[config.mk]
export PLATFORM = sky130hd
export DESIGN_NAME = indexed_sequence_store
export DESIGN_NICKNAME = d
export VERILOG_FILES = /design/src/rtl/core/isq_pkg.sv /design/src/rtl/core/isq_ram.sv /design/src/rtl/core/indexed_sequence_store.sv
export SDC_FILE = /design/constraint.sdc
export NUM_CORES = 2
export LEC_CHECK = 0
export ABC_CLOCK_PERIOD_IN_PS = 5900
export BUFFER_PORTS_ARGS = -buffer_cell sky130_fd_sc_hd__buf_4
export CORE_ASPECT_RATIO = 1.25
export CORE_MARGIN = 1.5
export CORE_UTILIZATION = 65
export DETAILED_ROUTE_END_ITERATION = 7
export PLACE_DENSITY = 0.82
export SYNTH_ARGS = -nofsm -noshare
export SYNTH_HDL_FRONTEND = slang
export SYNTH_SLANG_ARGS = --single-unit
[constraint.sdc]
create_clock -name clk_i -period 5.9 [get_ports clk_i]
set_clock_uncertainty 0.15 [all_clocks]
set_input_delay 1.475 -clock clk_i [delete_from_list [all_inputs] [get_ports clk_i]]
set_output_delay 1.475 -clock clk_i [all_outputs]
set_load 0.02 [all_outputs]
[src/rtl/core/isq_pkg.sv]
package isq_pkg;

  // Default build
  localparam int unsigned DefCapacity  = 64;
  localparam int unsigned DefElemWidth = 32;

  // Fixed field widths on the ports
  localparam int unsigned ModeW   = 3;
  localparam int unsigned PosW    = 7;
  localparam int unsigned DataW   = 32;
  localparam int unsigned StatusW = 2;
  localparam int unsigned CountW  = 7;

  // Operation codes (codes above MODE_CLEAR are no-ops)
  typedef enum logic [ModeW-1:0] {
    MODE_INSERT = 3'd0,
    MODE_GET    = 3'd1,
    MODE_UPDATE = 3'd2,
    MODE_REMOVE = 3'd3,
    MODE_CLEAR  = 3'd4
  } isq_mode_e;

  // Result status codes
  typedef enum logic [StatusW-1:0] {
    STATUS_OK    = 2'd0,
    STATUS_RANGE = 2'd1,
    STATUS_FULL  = 2'd2
  } isq_status_e;

  // Sequencer states
  typedef enum logic [1:0] {
    ST_IDLE,
    ST_READ,
    ST_MOVE,
    ST_DONE
  } isq_state_e;

endpackage

[src/rtl/core/isq_ram.sv]
module isq_ram #(
  parameter int unsigned Depth = 64,
  parameter int unsigned Width = 32
) (
  input  logic                     clk_i,
  input  logic                     we_i,
  input  logic [$clog2(Depth)-1:0] waddr_i,
  input  logic [Width-1:0]         wdata_i,
  input  logic [$clog2(Depth)-1:0] raddr_i,
  output logic [Width-1:0]         rdata_o
);

  logic [Width-1:0] mem [Depth];
  logic [Width-1:0] rdata_q;

  // one write port, one registered read port
  always_ff @(posedge clk_i) begin
    if (we_i) begin
      mem[waddr_i] <= wdata_i;
    end
    rdata_q <= mem[raddr_i];
  end

  assign rdata_o = rdata_q;

endmodule

[src/rtl/core/indexed_sequence_store.sv]
// Ordered store of up to CAPACITY elements addressed by position, backed by one
// single-port-write, registered-read RAM. Each beat on the input asks for insert,
// get, update, remove or clear and returns exactly one result beat carrying a
// status, the data read and the new element count. Insert and remove move the
// later elements through the RAM one per cycle, a rate that the single RAM port
// pair sets. The input is stalled while an item is in work; a finished result
// waits in the output register while the next beat is taken. No clearing pass
// is needed after reset.
module indexed_sequence_store #(
  parameter int unsigned CAPACITY   = isq_pkg::DefCapacity,
  parameter int unsigned ELEM_WIDTH = isq_pkg::DefElemWidth
) (
  input  logic                        clk_i,
  input  logic                        rst_ni,
  // item channel
  input  logic                        in_valid_i,
  output logic                        in_stall_o,
  input  logic [isq_pkg::ModeW-1:0]   mode_i,
  input  logic [isq_pkg::PosW-1:0]    position_i,
  input  logic [isq_pkg::DataW-1:0]   write_data_i,
  // result channel
  output logic                        out_valid_o,
  input  logic                        out_stall_i,
  output logic [isq_pkg::StatusW-1:0] status_o,
  output logic [isq_pkg::DataW-1:0]   read_data_o,
  output logic [isq_pkg::CountW-1:0]  entry_count_o
);

  import isq_pkg::*;

  localparam int unsigned AW   = $clog2(CAPACITY);
  localparam int unsigned CNTW = $clog2(CAPACITY + 1);
  localparam int unsigned CW   = (CNTW > PosW) ? CNTW : PosW;
  localparam int unsigned DW   = (ELEM_WIDTH > DataW) ? ELEM_WIDTH : DataW;

  // sequencer and control
  isq_state_e        state_q, state_d;
  logic [ModeW-1:0]  mode_q;
  logic              ok_q;
  isq_status_e       status_q;
  logic [AW-1:0]     pos_q;
  logic [ELEM_WIDTH-1:0] data_q;
  logic [CNTW-1:0]   count_q, count_d;
  logic [AW-1:0]     src_q, src_d;
  logic [CNTW-1:0]   moves_q, moves_d;
  logic              pend_q, pend_d;
  logic [AW-1:0]     pend_addr_q, pend_addr_d;

  // output register
  logic                  out_valid_q;
  logic [StatusW-1:0]    status_out_q;
  logic [DataW-1:0]      rdata_out_q;
  logic [CountW-1:0]     count_out_q;

  // RAM port
  logic                  mem_we;
  logic [AW-1:0]         mem_waddr;
  logic [ELEM_WIDTH-1:0] mem_wdata;
  logic [AW-1:0]         mem_raddr;
  logic [ELEM_WIDTH-1:0] mem_rdata;

  // decode of the incoming beat
  logic              in_fire;
  logic              out_free;
  logic              done_fire;
  logic [CW-1:0]     pos_ext, cnt_ext;
  logic [CW-1:0]     ins_moves_ext, rem_moves_ext;
  logic [CW-1:0]     rem_src_ext;
  logic              dec_ok;
  isq_status_e       dec_status;
  logic [CNTW-1:0]   dec_moves;
  logic [AW-1:0]     dec_src;
  logic [DW-1:0]     wd_ext;
  logic [DW-1:0]     rd_ext;
  logic [CW-1:0]     cnt_new_ext;
  logic              is_insert;

  assign in_stall_o = (state_q != ST_IDLE);
  assign in_fire    = in_valid_i && !in_stall_o;
  assign out_free   = !out_valid_q || !out_stall_i;
  assign done_fire  = (state_q == ST_DONE) && out_free;
  assign is_insert  = (mode_q == MODE_INSERT);

  assign pos_ext       = CW'(position_i);
  assign cnt_ext       = CW'(count_q);
  assign ins_moves_ext = cnt_ext - pos_ext;
  assign rem_moves_ext = cnt_ext - pos_ext - CW'(1);
  assign rem_src_ext   = pos_ext + CW'(1);
  assign wd_ext        = DW'(write_data_i);

  // range and capacity checks on the incoming beat
  always_comb begin
    dec_ok     = 1'b0;
    dec_status = STATUS_OK;
    dec_moves  = '0;
    dec_src    = '0;
    unique case (mode_i)
      MODE_INSERT: begin
        if (pos_ext > cnt_ext) begin
          dec_status = STATUS_RANGE;
        end else if (count_q == CNTW'(CAPACITY)) begin
          dec_status = STATUS_FULL;
        end else begin
          dec_ok    = 1'b1;
          dec_moves = ins_moves_ext[CNTW-1:0];
          dec_src   = AW'(count_q - CNTW'(1));
        end
      end
      MODE_GET, MODE_UPDATE: begin
        if (pos_ext >= cnt_ext) begin
          dec_status = STATUS_RANGE;
        end else begin
          dec_ok = 1'b1;
        end
      end
      MODE_REMOVE: begin
        if (pos_ext >= cnt_ext) begin
          dec_status = STATUS_RANGE;
        end else begin
          dec_ok    = 1'b1;
          dec_moves = rem_moves_ext[CNTW-1:0];
          dec_src   = rem_src_ext[AW-1:0];
        end
      end
      default: begin
        dec_ok = 1'b1;
      end
    endcase
  end

  // next state
  always_comb begin
    state_d = state_q;
    unique case (state_q)
      ST_IDLE: begin
        if (in_fire) begin
          if (dec_ok && (dec_moves != '0) &&
              (mode_i == MODE_INSERT || mode_i == MODE_REMOVE)) begin
            state_d = ST_MOVE;
          end else if (dec_ok && mode_i == MODE_GET) begin
            state_d = ST_READ;
          end else begin
            state_d = ST_DONE;
          end
        end
      end
      ST_READ: state_d = ST_DONE;
      ST_MOVE: begin
        if (moves_q == '0 && !pend_q) begin
          state_d = ST_DONE;
        end
      end
      ST_DONE: begin
        if (out_free) begin
          state_d = ST_IDLE;
        end
      end
      default: state_d = ST_IDLE;
    endcase
  end

  // move engine, RAM port and count update
  always_comb begin
    src_d       = src_q;
    moves_d     = moves_q;
    pend_d      = 1'b0;
    pend_addr_d = pend_addr_q;
    count_d     = count_q;
    mem_we      = 1'b0;
    mem_waddr   = pend_addr_q;
    mem_wdata   = mem_rdata;
    mem_raddr   = pos_q;
    unique case (state_q)
      ST_IDLE: begin
        if (in_fire) begin
          src_d   = dec_src;
          moves_d = dec_moves;
        end
      end
      ST_MOVE: begin
        mem_raddr = src_q;
        // finish the move whose data came out of the RAM this cycle
        if (pend_q) begin
          mem_we = 1'b1;
        end
        if (moves_q != '0) begin
          moves_d     = moves_q - CNTW'(1);
          pend_d      = 1'b1;
          pend_addr_d = is_insert ? (src_q + AW'(1)) : (src_q - AW'(1));
          src_d       = is_insert ? (src_q - AW'(1)) : (src_q + AW'(1));
        end
      end
      ST_DONE: begin
        if (done_fire) begin
          if (ok_q && (mode_q == MODE_INSERT || mode_q == MODE_UPDATE)) begin
            mem_we    = 1'b1;
            mem_waddr = pos_q;
            mem_wdata = data_q;
          end
          if (ok_q && mode_q == MODE_INSERT) begin
            count_d = count_q + CNTW'(1);
          end else if (ok_q && mode_q == MODE_REMOVE) begin
            count_d = count_q - CNTW'(1);
          end else if (mode_q == MODE_CLEAR) begin
            count_d = '0;
          end
        end
      end
      default: ;
    endcase
  end

  assign rd_ext      = DW'(mem_rdata);
  assign cnt_new_ext = CW'(count_d);

  // control registers
  always_ff @(posedge clk_i or negedge rst_ni) begin
    if (!rst_ni) begin
      state_q     <= ST_IDLE;
      count_q     <= '0;
      moves_q     <= '0;
      pend_q      <= 1'b0;
      out_valid_q <= 1'b0;
    end else begin
      state_q <= state_d;
      count_q <= count_d;
      moves_q <= moves_d;
      pend_q  <= pend_d;
      if (done_fire) begin
        out_valid_q <= 1'b1;
      end else if (!out_stall_i) begin
        out_valid_q <= 1'b0;
      end
    end
  end

  // item and result payload
  always_ff @(posedge clk_i) begin
    src_q       <= src_d;
    pend_addr_q <= pend_addr_d;
    if (in_fire) begin
      mode_q   <= mode_i;
      ok_q     <= dec_ok;
      status_q <= dec_status;
      pos_q    <= pos_ext[AW-1:0];
      data_q   <= wd_ext[ELEM_WIDTH-1:0];
    end
    if (done_fire) begin
      status_out_q <= status_q;
      rdata_out_q  <= (ok_q && mode_q == MODE_GET) ? rd_ext[DataW-1:0] : '0;
      count_out_q  <= cnt_new_ext[CountW-1:0];
    end
  end

  isq_ram #(
    .Depth (CAPACITY),
    .Width (ELEM_WIDTH)
  ) u_ram (
    .clk_i   (clk_i),
    .we_i    (mem_we),
    .waddr_i (mem_waddr),
    .wdata_i (mem_wdata),
    .raddr_i (mem_raddr),
    .rdata_o (mem_rdata)
  );

  assign out_valid_o   = out_valid_q;
  assign status_o      = status_out_q;
  assign read_data_o   = rdata_out_q;
  assign entry_count_o = count_out_q;

  // the count never passes the capacity
  a_count_bound : assert property (@(posedge clk_i) disable iff (!rst_ni)
    count_q <= CNTW'(CAPACITY))
    else $error("element count above capacity");

  // the count only changes when a result is produced
  a_count_at_done : assert property (@(posedge clk_i) disable iff (!rst_ni)
    (count_q != $past(count_q)) |-> $past(done_fire))
    else $error("element count changed outside result step");

  // RAM is written only while moving or finishing an item
  a_write_state : assert property (@(posedge clk_i) disable iff (!rst_ni)
    mem_we |-> (state_q == ST_MOVE || state_q == ST_DONE))
    else $error("RAM write outside move or finish");

  // a new result beat appears only after the finish step
  a_result_src : assert property (@(posedge clk_i) disable iff (!rst_ni)
    $rose(out_valid_q) |-> $past(state_q == ST_DONE))
    else $error("result beat without finish step");

  // the move engine is drained before the finish step
  a_move_drained : assert property (@(posedge clk_i) disable iff (!rst_ni)
    (state_q == ST_DONE) |-> (!pend_q && moves_q == '0))
    else $error("finish step with moves outstanding");

endmodule

==> metrics.md <==
| Metric | Value |
|---|---|
| Netlist Area Pre-Place | 85200 um^2 |
| Top cell type's share of synthesized area | ~76% |
| Achievable frequency | approximately 0.19 GHz |
| Hpwl dp | 128000 um |
| Final setup TNS | 0 ns |
| DRC | 48 |
| Final instance area | between 90000 and 100000 um^2 |
| Total CTS buffers | 188 |
| Area leader, netlist | edfxtp_1 |
| Port Buffers | just under 90 |
| Critical Path End Type | flip-flop |
| Rel. slew slack | 5.62% |
| First-pass GRT wire length | about 340000 um |
| Post-synth top flop | edfxtp_1 |
| Yosys reg bits | around 2200 |
| Vias per cell | 7.33 |
| Post CTS Setup Buffer Count | 0 |
| Setup Viol. Count Final | 0 |
| Nature of the critical path startpoint | flip-flop |
| Slew Limit Fails | 0 |
| Placed inst area | 89200 um^2 |
| Status | finished, violations left |
| Pin count of the biggest net entering global routing | roughly 130 |
| Commonest non-fill, non-tap cells in the layout | 2145 x edfxtp_1, 563 x nand2_1, 512 x mux4_2 |
| Clock tree from TritonCTS | done |
| Final Hold Vio Count | 0 |
| Cells after Synth | between 4000 and 5000 |
| Via count | 46900 |
| Complex-gate fraction of the synthesized area | 2.79% |
| Register area share after synthesis | about three quarters |
| Clk pin slew, worst setup/hold paths | approximately 0.07 ns |
| Die width | 327 um |
| CTS HTree Levels | 4 |
| Post-Synth Simple-Gate Area | under 10% |
| Initial Utilization | roughly 65% |
| Die height | 408 um |
| Hold Crit Depth | 0 |
| Crit Path Max Fanout | 13 |
| Syn avg cell area | around 20 um^2 |
| GR Util All Layers | a little over a third |
| Worst ir drop on vdd | between 700 and 800 uV |
| Ys async rst share | 0.820% |
| Tot Pwr | roughly 0.050 W |
| Clock Tree Root | clkbuf_16 |
| I/O pin count | 89 |
| Core area | about 130000 um^2 |
| Post-route ant nets | 0 |
| Critical Path RT | about 6.5 ns |
| Synth Area in XOR/XNOR | less than 1% |
| EDFF count, synth | around 2100 |
| Gr busiest metal | met2 |
| Post-Synth Adder-Cell Area | less than 1% |
| Cell Count, Final, Fillers Out | 6398 |
| Clock Latency Late Sink | slightly above 0.8 ns |
| Ys Warns | 0 |
| Leading cell type in the layout, fill and taps excluded | edfxtp_1 |
| TritonRoute pass-1 iters | 8 |
| GR Layer Usage met1 | about 46% |
| Synth top area cells | edfxtp_1 76%, mux4_2 14%, nand2_1 2.6%, dfxtp_1 0.75%, and2_1 0.70% |
| Met3 Usage GRT | under 10% |
| Hold WC Path Type | flip-flop to flip-flop |
| Nets | 4584 |
| Crit path arrival time | roughly 5.8 ns |
| CTS Buffer Depth | 3 |
| Main combinational cell family by area after synthesis | multiplexers |
| Failing checks | design-rule violations |
| Final period utilization | 89.5% |
| Final min period | ~5.3 ns |
| Full die area | about 130000 um^2 |
| Area growth, synth to finish | 12.0% |
| Mux contribution to synthesized area | 13.7% |
| Vias in the first global route | 46600 |
| Starting DRT DRC Count | about 8100 |
| Post-CTS Hold Fix Bufs | 0 |
| Grt ovf | 0 |
| GPL Wtd Cong | slightly below 1 |
| Post-Syn Nets | between 4000 and 5000 |
| Ratio of cells with drive above 1 in the final layout | between 20% and 30% |
| PostCTS Resize Cnt | 0 |
| Pwr/cell area | 522 nW/um^2 |
| Clock sinks | 2195 |
| # rows | ~150 |
| Hold WS | approximately 0.27 ns |
| Worst Tran Pin Value | about 1.4 ns |
| Met2 global-route usage | approximately 55% |
| Reg2reg path depth | 10 |
| P_leak | between 30 and 40 nW |
| Crit path kind | flip-flop to flip-flop |
| Placed instance count | around 6100 |
| Max Cap Violations | 0 |
| Cell variety after synth | 63 |
| RSZ-0062 raised after global routing | no |
| Wire per inst | approximately 37 um |
| Antenna violations before repair | 11 |
| Detailed Route WL | 237000 um |
[Yosys cell counts, types with 4 or more instances]
master / instances
xnor2_1: 15
dfxtp_1: 32
o22ai_1: 43
nor2b_1: 5
mux2i_1: 7
a221o_1: 32
buf_2: 63
nand3_1: 89
inv_1: 24
a21oi_1: 17
a211oi_1: 68
nor2_1: 85
buf_1: 45
a22o_1: 4
o21ai_0: 91
or3_1: 6
buf_4: 13
mux2_2: 5
a31oi_1: 67
ha_1: 20
mux4_2: 512
nand2b_1: 12
nand2_1: 595
clkbuf_1: 114
and2_1: 96
buf_6: 5
nand4_1: 4
xor2_1: 10
nor3_1: 17
o221a_2: 5
edfxtp_1: 2145
dfrtp_1: 18
o21a_1: 4
[flip-flops by register name, indices dropped and copies added (netlist names), 7 cells and up]
signal and count:
u_ram.mem 2048, data_q 32, read_data_o 32, u_ram.rdata_o 32, cnt_ext 7, entry_count_o 7
moves_q 7
[metrics by stage]
| stage | setup slack [ns] | util (%) |
|---|---|---|
| 2_1_floorplan | 1.05 | - |
| 3_3_place_gp | 0.511 | 68.5 |
| 3_5_place_dp | 0.482 | 68.5 |
| 4_1_cts | 1.00 | 73.3 |
| 5_1_grt | 0.644 | 73.3 |
| 6_report | 0.620 | 73.3 |
[worst paths after layout]
| path | startpoint | slack [ns] | to |
|---|---|---|---|
| setup / recovery | state_q[0]$_DFFE_PN0P_ | 0.62 | u_ram.rdata_o[21]$_DFF_P_ |
| hold / removal | status_q[0]$_DFFE_PP_ | 0.27 | status_o[0]$_DFFE_PP_ |
| setup reg to reg | state_q[0]$_DFFE_PN0P_ | 0.62 | u_ram.rdata_o[21]$_DFF_P_ |
| hold reg to reg | status_q[0]$_DFFE_PP_ | 0.27 | status_o[0]$_DFFE_PP_ |
| max in group asynchronous | rst_ni | 5.00 | moves_q[4]$_DFFE_PN0P_ |
| min in group asynchronous | rst_ni | 0.38 | pend_q$_DFF_PN0_ |
[critical path, cell delays in order, from the launching register on]
cell and delay [ns]:
dfrtp_1 0.40, inv_1 0.11, ha_1 0.29, mux2i_4 1.03, buf_4 0.47, mux4_2 0.54
nand2_1 0.13, nand2_1 0.07, o21ai_0 1.07, o22ai_1 0.46, a221o_1 0.43
[final cells by class]
class,instances,area (um^2)
Sequential cell,2195,65500
Fill cell,6579,34700
Multi-Input combinational cell,1857,19300
Clock buffer,230,5070
Tap cell,1725,2160
Timing Repair Buffer,251,2150
Clock inverter,113,1150
Inverter,24,90.1
Antenna cell,3,7.51
[layer usage]
metal / up-vias / wire length, um
li1: 17800 / -
met1: 23600 / 74200
met2: 4513 / 111000
met3: 889 / 31900
met4: 8 / 19900
met5: - / 95
[power breakdown]
part           total [W]  internal, W  switching, W
sequential        0.0205       0.0201      0.000377
clock             0.0127      0.00711       0.00557
combinational     0.0167      0.00500        0.0117
[logic make-up after synthesis]
| group | Yosys count |
|---|---|
| flip-flops | 2195 |
| adder cells (fa/ha/maj) | 21 |
| AND/OR/NAND/NOR | 932 |
| AO/OA/AOI/OAI | 355 |
| buffers and inverters | 264 |
| multiplexers | 524 |
| XOR/XNOR | 25 |
Power figures use the tool's default switching activity.
